[config.mk]
export PLATFORM = sky130hd
export DESIGN_NAME = s_expression_lexer
export DESIGN_NICKNAME = d
export VERILOG_FILES = /design/src/sexl_pkg.sv /design/src/s_expression_lexer.sv
export SDC_FILE = /design/constraint.sdc
export NUM_CORES = 1
export LEC_CHECK = 0
export CELL_PAD_IN_SITES_DETAIL_PLACEMENT = 1
export CELL_PAD_IN_SITES_GLOBAL_PLACEMENT = 2
export CORE_ASPECT_RATIO = 1.1
export CORE_MARGIN = 2
export CORE_UTILIZATION = 39
export CTS_CLUSTER_DIAMETER = 50
export CTS_CLUSTER_SIZE = 14
export DETAILED_ROUTE_END_ITERATION = 7
export DONT_BUFFER_PORTS = 1
export GPL_ROUTABILITY_DRIVEN = 0
export PLACE_DENSITY_LB_ADDON = 0.1
export SLEW_MARGIN = 5
export SYNTH_ARGS = -nofsm -noshare
export SYNTH_HDL_FRONTEND = slang
export SYNTH_SLANG_ARGS = --single-unit
[constraint.sdc]
create_clock -name clk -period 9.9 [get_ports clk]
set_clock_uncertainty 0.05 [all_clocks]
set_input_delay 0.495 -clock clk [delete_from_list [all_inputs] [get_ports clk]]
set_output_delay 0.495 -clock clk [all_outputs]
set_load 0.05 [all_outputs]
[src/sexl_pkg.sv]
package sexl_pkg;

	// token classes
	typedef enum logic [2:0] {
		CLS_OPEN   = 3'd0,
		CLS_CLOSE  = 3'd1,
		CLS_SYMBOL = 3'd2,
		CLS_INT    = 3'd3,
		CLS_CHAR   = 3'd4,
		CLS_STRING = 3'd5,
		CLS_BOOL   = 3'd6,
		CLS_NULL   = 3'd7
	} class_t;

	// error codes
	typedef enum logic [2:0] {
		ERR_OK         = 3'd0,
		ERR_OPEN_STR   = 3'd1,
		ERR_OPEN_CHAR  = 3'd2,
		ERR_CHAR_LEN   = 3'd3,
		ERR_BAD_INT    = 3'd4
	} err_t;

	// one output record
	typedef struct packed {
		logic               record_kind;
		logic [7:0]         token_byte;
		class_t             token_class;
		logic signed [31:0] int_value;
		logic               bool_value;
		err_t               error_code;
	} rec_t;

	// state of the atom being collected
	typedef struct packed {
		logic [2:0]  length;
		logic        first_is_sign;
		logic        negative_sign;
		logic        numeric_start;
		logic        all_digits;
		logic [31:0] acc;
		logic [2:0]  kw_hits;
	} atom_t;

	localparam logic [7:0] CH_SPACE  = 8'h20;
	localparam logic [7:0] CH_OPEN   = 8'h28;
	localparam logic [7:0] CH_CLOSE  = 8'h29;
	localparam logic [7:0] CH_DQUOTE = 8'h22;
	localparam logic [7:0] CH_SQUOTE = 8'h27;
	localparam logic [7:0] CH_PLUS   = 8'h2b;
	localparam logic [7:0] CH_MINUS  = 8'h2d;
	localparam logic [7:0] CH_ZERO   = 8'h30;
	localparam logic [7:0] CH_NINE   = 8'h39;

	localparam int KW_COUNT = 3;
	localparam logic [2:0] KW_LEN_TRUE  = 3'd4;
	localparam logic [2:0] KW_LEN_FALSE = 3'd5;
	localparam logic [2:0] KW_LEN_NULL  = 3'd4;

	// keyword lengths by index: true, false, null
	function automatic logic [2:0] kw_len(input logic [1:0] k);
		case (k)
			2'd0: kw_len = KW_LEN_TRUE;
			2'd1: kw_len = KW_LEN_FALSE;
			default: kw_len = KW_LEN_NULL;
		endcase
	endfunction

	// keyword text by index and position
	function automatic logic [7:0] kw_char(input logic [1:0] k, input logic [2:0] p);
		case ({k, p})
			{2'd0, 3'd0}: kw_char = "t";
			{2'd0, 3'd1}: kw_char = "r";
			{2'd0, 3'd2}: kw_char = "u";
			{2'd0, 3'd3}: kw_char = "e";
			{2'd1, 3'd0}: kw_char = "f";
			{2'd1, 3'd1}: kw_char = "a";
			{2'd1, 3'd2}: kw_char = "l";
			{2'd1, 3'd3}: kw_char = "s";
			{2'd1, 3'd4}: kw_char = "e";
			{2'd2, 3'd0}: kw_char = "n";
			{2'd2, 3'd1}: kw_char = "u";
			{2'd2, 3'd2}: kw_char = "l";
			{2'd2, 3'd3}: kw_char = "l";
			default: kw_char = 8'h00;
		endcase
	endfunction

	function automatic atom_t atom_clear();
		atom_t a;
		a = '0;
		a.all_digits = 1'b1;
		a.kw_hits = 3'b111;
		return a;
	endfunction

	function automatic rec_t rec_make(input logic rk, input logic [7:0] b, input class_t cls,
			input logic signed [31:0] iv, input logic bv, input err_t err);
		rec_t r;
		r.record_kind = rk;
		r.token_byte  = b;
		r.token_class = cls;
		r.int_value   = iv;
		r.bool_value  = bv;
		r.error_code  = err;
		return r;
	endfunction

	// add one byte to the atom
	function automatic atom_t atom_push(input atom_t a, input logic [7:0] c);
		atom_t n;
		logic dig;
		logic [31:0] digit;
		logic [2:0] p;
		n = a;
		p = a.length;
		dig = (c >= CH_ZERO) && (c <= CH_NINE);
		digit = {24'd0, c - CH_ZERO};
		if (p == 3'd0) begin
			n.first_is_sign = (c == CH_PLUS) || (c == CH_MINUS);
			n.negative_sign = (c == CH_MINUS);
			n.numeric_start = dig;
			n.all_digits = dig || n.first_is_sign;
			n.acc = dig ? digit : 32'd0;
		end else begin
			if (p == 3'd1 && a.first_is_sign && dig)
				n.numeric_start = 1'b1;
			if (dig)
				n.acc = (a.acc << 3) + (a.acc << 1) + digit;
			else
				n.all_digits = 1'b0;
		end
		// drop keyword candidates that no longer match
		for (int k = 0; k < KW_COUNT; k++) begin
			if (p >= kw_len(2'(k)) || kw_char(2'(k), p) != c)
				n.kw_hits[k] = 1'b0;
		end
		n.length = (p < 3'd7) ? p + 3'd1 : 3'd7;
		return n;
	endfunction

	// end record of a finished atom
	function automatic rec_t atom_finish(input atom_t a);
		rec_t r;
		if (a.kw_hits[0] && a.length == KW_LEN_TRUE)
			r = rec_make(1'b1, 8'd0, CLS_BOOL, 32'sd0, 1'b1, ERR_OK);
		else if (a.kw_hits[1] && a.length == KW_LEN_FALSE)
			r = rec_make(1'b1, 8'd0, CLS_BOOL, 32'sd0, 1'b0, ERR_OK);
		else if (a.kw_hits[2] && a.length == KW_LEN_NULL)
			r = rec_make(1'b1, 8'd0, CLS_NULL, 32'sd0, 1'b0, ERR_OK);
		else if (a.numeric_start) begin
			if (a.all_digits)
				r = rec_make(1'b1, 8'd0, CLS_INT,
					a.negative_sign ? $signed(32'd0 - a.acc) : $signed(a.acc), 1'b0, ERR_OK);
			else
				r = rec_make(1'b1, 8'd0, CLS_INT, 32'sd0, 1'b0, ERR_BAD_INT);
		end else
			r = rec_make(1'b1, 8'd0, CLS_SYMBOL, 32'sd0, 1'b0, ERR_OK);
		return r;
	endfunction

endpackage

[src/s_expression_lexer.sv]
// s-expression lexer
// input channel (char_valid/char_ready): one text byte per transaction, kind = 0,
// or an end-of-text marker, kind = 1, whose char_code is ignored.
// output channel (record_valid/record_ready): token byte records and end records
// carrying token class, integer value, bool value and error code.
// throughput: one input transaction per cycle while char_ready is high. each byte
// is lexed in a single pass of logic and its records (zero to three) go into a
// four-entry record queue that drains one record per cycle while record_ready
// is high; char_ready is high while the queue holds at most one record, so a byte
// may be taken while a record still waits. a byte's records are written into the
// queue when it is accepted. a byte yielding two or three records (a parenthesis,
// or an atom ended by one) keeps char_ready low while the queue drains.
// when the receiver stalls, the queue fills and char_ready drops; nothing is lost.
// reset: the lexer returns to idle, the atom state clears and the queue empties.
module s_expression_lexer (
	input  logic                 clk,
	input  logic                 arst_n,
	input  logic                 char_valid,
	output logic                 char_ready,
	input  logic                 kind,
	input  logic [7:0]           char_code,
	output logic                 record_valid,
	input  logic                 record_ready,
	output logic                 record_kind,
	output logic [7:0]           token_byte,
	output logic [2:0]           token_class,
	output logic signed [31:0]   int_value,
	output logic                 bool_value,
	output logic [2:0]           error_code
);
	import sexl_pkg::*;

	typedef enum logic [4:0] {
		MODE_IDLE   = 5'b00001,
		MODE_ATOM   = 5'b00010,
		MODE_STRING = 5'b00100,
		MODE_CHAR   = 5'b01000,
		MODE_SKIP   = 5'b10000
	} mode_t;

	mode_t      mode_q, mode_nxt;
	logic [1:0] quoted_q, quoted_nxt;
	atom_t      atom_q, atom_nxt;
	logic [7:0] held_q, held_nxt;

	rec_t       recs [3];
	logic [1:0] n_rec;
	logic       do_idle;
	rec_t       fin;

	rec_t       fifo_q [4];
	logic [1:0] wr_ptr_q, rd_ptr_q;
	logic [2:0] cnt_q;

	logic in_acc, out_acc;

	assign char_ready   = (cnt_q <= 3'd1);
	assign in_acc       = char_valid && char_ready;
	assign record_valid = (cnt_q != 3'd0);
	assign out_acc      = record_valid && record_ready;

	// lex one input transaction against the current state
	always_comb begin
		mode_nxt   = mode_q;
		quoted_nxt = quoted_q;
		atom_nxt   = atom_q;
		held_nxt   = held_q;
		n_rec      = 2'd0;
		do_idle    = 1'b0;
		fin        = atom_finish(atom_q);
		for (int i = 0; i < 3; i++)
			recs[i] = '0;

		if (kind) begin
			// end of text closes any open token
			case (mode_q)
				MODE_ATOM: begin
					recs[n_rec] = fin;
					n_rec = n_rec + 2'd1;
				end
				MODE_STRING: begin
					recs[n_rec] = rec_make(1'b1, 8'd0, CLS_STRING, 32'sd0, 1'b0, ERR_OPEN_STR);
					n_rec = n_rec + 2'd1;
				end
				MODE_CHAR: begin
					recs[n_rec] = rec_make(1'b1, 8'd0, CLS_CHAR, 32'sd0, 1'b0, ERR_OPEN_CHAR);
					n_rec = n_rec + 2'd1;
				end
				default: ;
			endcase
			mode_nxt   = MODE_IDLE;
			quoted_nxt = 2'd0;
			atom_nxt   = atom_clear();
		end else begin
			case (mode_q)
				MODE_SKIP: ;
				MODE_STRING: begin
					if (char_code == CH_DQUOTE) begin
						recs[n_rec] = rec_make(1'b1, 8'd0, CLS_STRING, 32'sd0, 1'b0, ERR_OK);
						mode_nxt = MODE_IDLE;
					end else
						recs[n_rec] = rec_make(1'b0, char_code, CLS_OPEN, 32'sd0, 1'b0, ERR_OK);
					n_rec = n_rec + 2'd1;
				end
				MODE_CHAR: begin
					if (char_code == CH_SQUOTE) begin
						if (quoted_q == 2'd1) begin
							recs[n_rec] = rec_make(1'b1, held_q, CLS_CHAR, 32'sd0, 1'b0, ERR_OK);
							mode_nxt = MODE_IDLE;
						end else begin
							recs[n_rec] = rec_make(1'b1, 8'd0, CLS_CHAR, 32'sd0, 1'b0,
								ERR_CHAR_LEN);
							mode_nxt = MODE_SKIP;
						end
						quoted_nxt = 2'd0;
					end else begin
						if (quoted_q == 2'd0)
							held_nxt = char_code;
						if (quoted_q != 2'd3)
							quoted_nxt = quoted_q + 2'd1;
						recs[n_rec] = rec_make(1'b0, char_code, CLS_OPEN, 32'sd0, 1'b0, ERR_OK);
					end
					n_rec = n_rec + 2'd1;
				end
				MODE_ATOM: begin
					if (char_code inside {CH_SPACE, CH_OPEN, CH_CLOSE, CH_SQUOTE, CH_DQUOTE}) begin
						recs[n_rec] = fin;
						n_rec = n_rec + 2'd1;
						atom_nxt = atom_clear();
						if (fin.error_code != ERR_OK)
							mode_nxt = MODE_SKIP;
						else
							do_idle = 1'b1;
					end else begin
						atom_nxt = atom_push(atom_q, char_code);
						recs[n_rec] = rec_make(1'b0, char_code, CLS_OPEN, 32'sd0, 1'b0, ERR_OK);
						n_rec = n_rec + 2'd1;
					end
				end
				default: do_idle = 1'b1;
			endcase

			// idle handling, also for the delimiter that ended an atom
			if (do_idle) begin
				mode_nxt = MODE_IDLE;
				if (char_code == CH_SPACE) begin
				end else if (char_code == CH_OPEN || char_code == CH_CLOSE) begin
					recs[n_rec] = rec_make(1'b0, char_code, CLS_OPEN, 32'sd0, 1'b0, ERR_OK);
					n_rec = n_rec + 2'd1;
					recs[n_rec] = rec_make(1'b1, 8'd0,
						(char_code == CH_OPEN) ? CLS_OPEN : CLS_CLOSE, 32'sd0, 1'b0, ERR_OK);
					n_rec = n_rec + 2'd1;
				end else if (char_code == CH_DQUOTE) begin
					mode_nxt = MODE_STRING;
				end else if (char_code == CH_SQUOTE) begin
					mode_nxt   = MODE_CHAR;
					quoted_nxt = 2'd0;
					held_nxt   = 8'd0;
				end else begin
					mode_nxt = MODE_ATOM;
					atom_nxt = atom_push(atom_clear(), char_code);
					recs[n_rec] = rec_make(1'b0, char_code, CLS_OPEN, 32'sd0, 1'b0, ERR_OK);
					n_rec = n_rec + 2'd1;
				end
			end
		end
	end

	// lexer state
	always_ff @(posedge clk or negedge arst_n) begin
		if (!arst_n) begin
			mode_q   <= MODE_IDLE;
			quoted_q <= 2'd0;
			atom_q   <= atom_clear();
			held_q   <= 8'd0;
		end else if (in_acc) begin
			mode_q   <= mode_nxt;
			quoted_q <= quoted_nxt;
			atom_q   <= atom_nxt;
			held_q   <= held_nxt;
		end
	end

	// record queue control
	always_ff @(posedge clk or negedge arst_n) begin
		if (!arst_n) begin
			wr_ptr_q <= 2'd0;
			rd_ptr_q <= 2'd0;
			cnt_q    <= 3'd0;
		end else begin
			if (in_acc)
				wr_ptr_q <= wr_ptr_q + n_rec;
			if (out_acc)
				rd_ptr_q <= rd_ptr_q + 2'd1;
			cnt_q <= cnt_q + (in_acc ? {1'b0, n_rec} : 3'd0) - (out_acc ? 3'd1 : 3'd0);
		end
	end

	// record queue storage
	always_ff @(posedge clk) begin
		if (in_acc) begin
			for (int i = 0; i < 3; i++) begin
				if (2'(i) < n_rec)
					fifo_q[wr_ptr_q + 2'(i)] <= recs[i];
			end
		end
	end

	// head of queue drives the output fields
	assign record_kind = fifo_q[rd_ptr_q].record_kind;
	assign token_byte  = fifo_q[rd_ptr_q].token_byte;
	assign token_class = fifo_q[rd_ptr_q].token_class;
	assign int_value   = fifo_q[rd_ptr_q].int_value;
	assign bool_value  = fifo_q[rd_ptr_q].bool_value;
	assign error_code  = fifo_q[rd_ptr_q].error_code;

endmodule

* Word-level counts from Yosys, hierarchy flattened
Memory sizes are Yosys's and may differ from the RTL's.
Cells that the tools add are included.
** Word-level totals
- Bits in writable memories :: 192
- Word-level logic and storage cells :: 252
- Output and inout port bits :: 50
- Flip-flop bits (word level) :: 64
- Memories kept :: 1
- Input port bits :: 13
** Memory list
- fifo_q :: words 4, bits a word 48, read ports 1, clocked after Yosys merged registers in 0, write ports 3, RTL line s_expression_lexer.sv:51 : rec_t fifo_q [4];
** Operators by class
- Eq/ne operators :: 28
- Muxes and demuxes :: 148
- Reduce and logical (&&, ||, !) cells :: 30
- Magnitude comparators :: 15
- Add/subtract/negate cells :: 14
- Bitwise logic cells :: 3
** Operator list (number)
- two-way mux 144 bit :: 5
- two-way mux 48 bit :: 11
- two-way mux 42 bit :: 8
- bitwise mux 144 bit :: 2
- two-way mux 8 bit :: 36
- one-hot mux 48 bit (3 select lines) :: 2
- demux 48 bit (select 2 bit) :: 2
- two-way mux 96 bit :: 1
- two-way mux 32 bit :: 2
- two-way mux 3 bit :: 19
- equality test 8 x 6 -> 1 bit, second input constant :: 7
- inequality test 8 bit :: 6
- two-way mux 47 bit :: 1
- two-way mux 2 bit :: 18
- two-way mux 36 bit :: 1
- two-way mux 5 bit :: 7
- one-hot mux 7 bit (5 select lines) :: 1
- two-way mux 34 bit :: 1
- adder 32 bit :: 1
- adder 32 x 8 -> 32 bit :: 1
- subtractor 1 x 32 -> 32 bit, first input constant :: 1
- one-hot mux 7 bit (4 select lines) :: 1
- two-way mux 1 bit :: 23
- one-hot mux 7 bit (3 select lines) :: 1
- other kinds (42) :: 80

* Longest topological paths before layout
- Depth in word-level cells :: 23
- Depth in mapped cells :: 20

* Worst setup path after synthesis
No wires, ideal clock.
- Path type :: input-to-reg
- Start :: input port char_code[4]
- End :: memory fifo_q[0][0] in the netlist's numbering, enable pin
- Data arrival time :: 10.309 ns
- Cell stages on the path :: 13
- Setup slack :: -1.169 ns
- Setup time :: 0.711 ns
- Cell sequence :: inv_1 -> ha_1 -> or3b_4 -> a2111o_1 -> a21oi_4 -> a21o_1 -> buf_6 -> nand3_4 -> mux2i_4 -> buf_6 -> inv_2 -> a21oi_1 -> a2111oi_0
** RTL lines
- start, declared :: RTL line s_expression_lexer.sv:21 : input logic [7:0] char_code,
- end, declared :: RTL line s_expression_lexer.sv:51

* Final worst setup path
- Start :: register atom_q[39] in the netlist's numbering
- End :: register cnt_q[2]
** Between the ends
- Cells in the longest elaborated chain, start to end :: 15
- Elaborated cells on any way between the ends :: 18
** RTL lines
- start, declared :: RTL line s_expression_lexer.sv:43 : atom_t atom_q, atom_nxt;
- start signal, assigned :: RTL line s_expression_lexer.sv:174 : atom_q <= atom_clear();
- start signal, assigned :: RTL line s_expression_lexer.sv:179 : atom_q <= atom_nxt;
- equality test 3 bit :: RTL line sexl_pkg.sv:145, sexl_pkg.sv:149
- logical AND 1 bit :: RTL line sexl_pkg.sv:149 : else if (a.kw_hits[2] && a.length == KW_LEN_NULL)
- two-way mux 48 bit :: RTL line sexl_pkg.sv:149
- two-way mux 48 bit :: RTL line sexl_pkg.sv:147 : else if (a.kw_hits[1] && a.length == KW_LEN_FALSE)
- two-way mux 48 bit (*) :: RTL line sexl_pkg.sv:145 : if (a.kw_hits[0] && a.length == KW_LEN_TRUE)
- nonzero test 3 bit (*) :: RTL line s_expression_lexer.sv:130 : if (fin.error_code != ERR_OK)
- two-way mux 1 bit (*) :: RTL line s_expression_lexer.sv:130
- two-way mux 1 bit (*) :: RTL line s_expression_lexer.sv:126 : if (char_code inside {CH_SPACE, CH_OPEN, CH_CLOSE, CH_SQUOTE, CH_DQUOTE}) begin
- one-hot mux 1 bit (2 select lines) (*) :: RTL line s_expression_lexer.sv:95 : case (mode_q)
- two-way mux 1 bit (*) :: RTL line s_expression_lexer.sv:74 : if (kind) begin
- two-way mux 2 bit (*) :: RTL line s_expression_lexer.sv:144 : if (do_idle) begin
- two-way mux 2 bit (*) :: RTL line s_expression_lexer.sv:74
- two-way mux 2 bit (*) :: RTL line s_expression_lexer.sv:195 : cnt_q <= cnt_q + (in_acc ? {1'b0, n_rec} : 3'd0) - (out_acc ? 3'd1 : 3'd0);
- adder 3 x 2 -> 3 bit (*) :: RTL line s_expression_lexer.sv:195
- subtractor 3 x 1 -> 3 bit (*) :: RTL line s_expression_lexer.sv:195
- end signal, assigned :: RTL line s_expression_lexer.sv:195
- end, declared :: RTL line s_expression_lexer.sv:53 : logic [2:0] cnt_q;
Every way passes the cells marked *; elsewhere a longest branch is shown, timed or not. The select of a mux whose other input is x is not followed.
A chain may end at the register's enable or synchronous reset.

==> results.yml <==
finish:
  drive_above_1_share: 0.107
  fillCellCount: 4144
  fin_cells: 1899
  syn_to_final_growth_pct: 9.21
  final_net_count: 1469
  seqCellArea_sq_um: 7380
  multi_input_area_sq_um: 7490
  antenna_cells: 0
grt:
  grt_use_met1: 0.332
  grt_use_total: 0.231
  grt_max_degree: 65
  grt_pass1_vias: 11800
  gr-total-overflow: 0
  grt_antenna_before_repair: 0
  grt_pass1_wl_microns: 72000
  met2_usage: 0.370
  grtUsageMet3: 0.0295
  grt-busiest-layer: "met2"
timing:
  worst_slack_ps: 4970
  worstMarginPinSlew_ps: 1130
  slew_headroom: 0.243
  slew_viol_final: 0
  hold_violations: 0
  rsz0062_at_grt: "no"
  setup_viol: 0
  layout_min_cycle_time_ps: 4930
  fin_tns_setup_ps: 0
  finalCritPeriodShare: 0.498
  clock.fmax_mhz: 203
logic_synthesis:
  seq_area_frac_synth: 0.484
  synthTopCellsByArea: "edfxtp_1, dfrtp_1, mux4_2"
  yosysMostFrequentCell: "nor2_1"
  avgSynthCellArea_sq_um: 10.7
  synth_edf_count: 192
  yosys-top-cells-count: "nor2_1, edfxtp_1, nand2_1"
  synth_flop_cell: "edfxtp_1"
  synth_cell_types: 81
  synth_async_sr_flop_share: 0.250
  synth_area_sq_um: 15200
  synth.net_count: 1506
  ys_ff_latch: 256
  synth_top_area_cell: "edfxtp_1"
  syn_inst: 1419
  synth_top_area_frac: 0.378
  yosysWarningCount: 0
critical_path:
  reg2reg_to: "cnt_q[2]"
  worst-r2r-setup-slack_ps: 4970
  cp-endpoint: "cnt_q[2]"
  crit_type: "reg2reg"
  arrival_ps: 5320
  r2r_start: "atom_q[39]"
  path_max_fanout: 19
  cp-startpoint: "atom_q[39]"
  start_kind: "flop"
  worst-r2r-cell-count: 17
  crit_required_ps: 10290
  cp-end-kind: "flop"
job:
  cap_viol_max_count: 0
clock_tree:
  root_buffer: "clkbuf_16"
  cts_tree: "yes"
  htreeDepth: 1
  post_cts_buffers: 0
  numCtsBuffers: 28
  cts_resized: 0
  cts_sinks: 256
  cts.path.max_buffers: 3
  clk_latency_ps: 570
  path_clk_slew_ps: 60
floorplanning:
  die_w_microns: 193
  io_pins: 63
  chipHeight_microns: 211
  die-area_sq_um: 40700
  rows: 75
  core_sq_um: 38400
  start_util: 0.397
placed_design:
  dp_slack_ps: 4900
  placedCellCount: 1849
  io_buffers: 0
  hpwl_microns: 32000
drt:
  wirelength_microns: 45800
  drt_iter0_drc: 702
  wl_per_cell_microns: 24.1
  vias: 11200
  vias_per_cell: 5.89
  postRouteAntennaNets: 0
  first_pass_iters: 5
  drc: 0
status:
  status: "complete, no violations"
power:
  leakage_nw: 6.31
  irDropWorstVdd_uv: 170
  power.total_mw: 4.12
  power-per-cell-area_nw_per_um2: 248
min_path:
  hold_class: "in2reg"
-- worst min-delay path by stage --
stage / start / endpoint / cells after the start
6_report: char_code[4] / held_q[4] / 1
5_1_grt: char_code[7] / held_q[7] / 1
4_1_cts: char_code[7] / held_q[7] / 1
3_5_place_dp: arst_n / mode_q[4] / 0
3_3_place_gp: arst_n / mode_q[4] / 0
2_1_floorplan: arst_n / atom_q[10] / 0
-- critical path: stages, from the launching register on --
cell	delay [ps]
dfrtp_1	450
inv_1	140
ha_1	480
o21ai_0	190
a21oi_1	390
or3_1	290
a21o_1	580
nand3_4	200
mux2i_4	560
inv_2	200
nand2_1	110
ha_1	220
inv_1	50
ha_1	120
inv_1	50
fa_1	420
xor2_1	160
xnor2_1	130
-- cell usage in the layout (no fill, tap or decap), types with 6 or more instances in the layout --
cell	instances
buf_4	14
edfxtp_1	192
fa_1	7
nand2_1	119
nand2b_1	11
o21ai_0	87
a32o_1	6
o22ai_1	14
o41ai_1	6
nor3_2	10
clkbuf_16	28
dfrtp_1	57
nor3_1	63
o21ai_1	8
a31oi_1	11
nor2b_1	17
a22o_1	22
xor2_1	28
nand4_1	13
inv_1	27
mux4_2	48
a21oi_1	68
or3_1	9
mux2i_1	10
nand3_1	22
and3_1	15
xnor2_1	38
ha_1	67
a211oi_1	9
a21o_1	16
nor4_1	8
and2_1	8
o31ai_1	14
nor2_1	193
o21a_1	14
-- cell families after synthesis --
group	share of synthesized area
mux	0.0826
xor+xnor	0.0379
buf+inv	0.0313
fa+ha+maj	0.0642
flops	0.484
simple gates	0.162
compound gates	0.139
-- flip-flops by register name (all words and copies together) (netlist names) --
| register | flops |
|---|---|
| held_q | 8 |
| wr_ptr_q | 2 |
| fifo_q | 192 |
| quoted_q | 2 |
| rd_ptr_q | 2 |
| cnt_q | 3 |
| atom_q | 42 |
| mode_q | 5 |
-- metal layers --
layer / vias to the layer above / part of all wire
li1: 5235 / -
met1: 5685 / 0.48
met2: 228 / 0.46
met3: 39 / 0.047
met4: 0 / 0.019
met5: - / 0
-- stage by stage --
stage	instance area, sq um	hold WS (ps)	util
floorplan	15200	149	-
global route	16700	12.1	0.434
global placement	15700	152	0.409
CTS	16700	13.1	0.434
detailed placement	15700	152	0.409
finish	16700	34.3	0.434
-- power by group --
group          switching (mW)  total [mW]  internal (mW)
registers               0.194        1.47           1.27
logic                    1.13        1.62          0.496
clock network           0.457        1.03          0.575
-- area by class of cell --
class	count	area share
Sequential cell	256	0.443
Timing Repair Buffer	17	0.00917
Inverter	29	0.00654
Clock inverter	19	0.0116
Clock buffer	28	0.0421
Multi-Input combinational cell	1050	0.450
Tap cell	500	0.0376
-- repair_timing --
action | in CTS | in global routing
setup endpoints to repair | 0 | 0
endpoints found under the hold margin | 67 | 0
hold buffers | 3 | 0
Power figures use the tool's default switching activity.
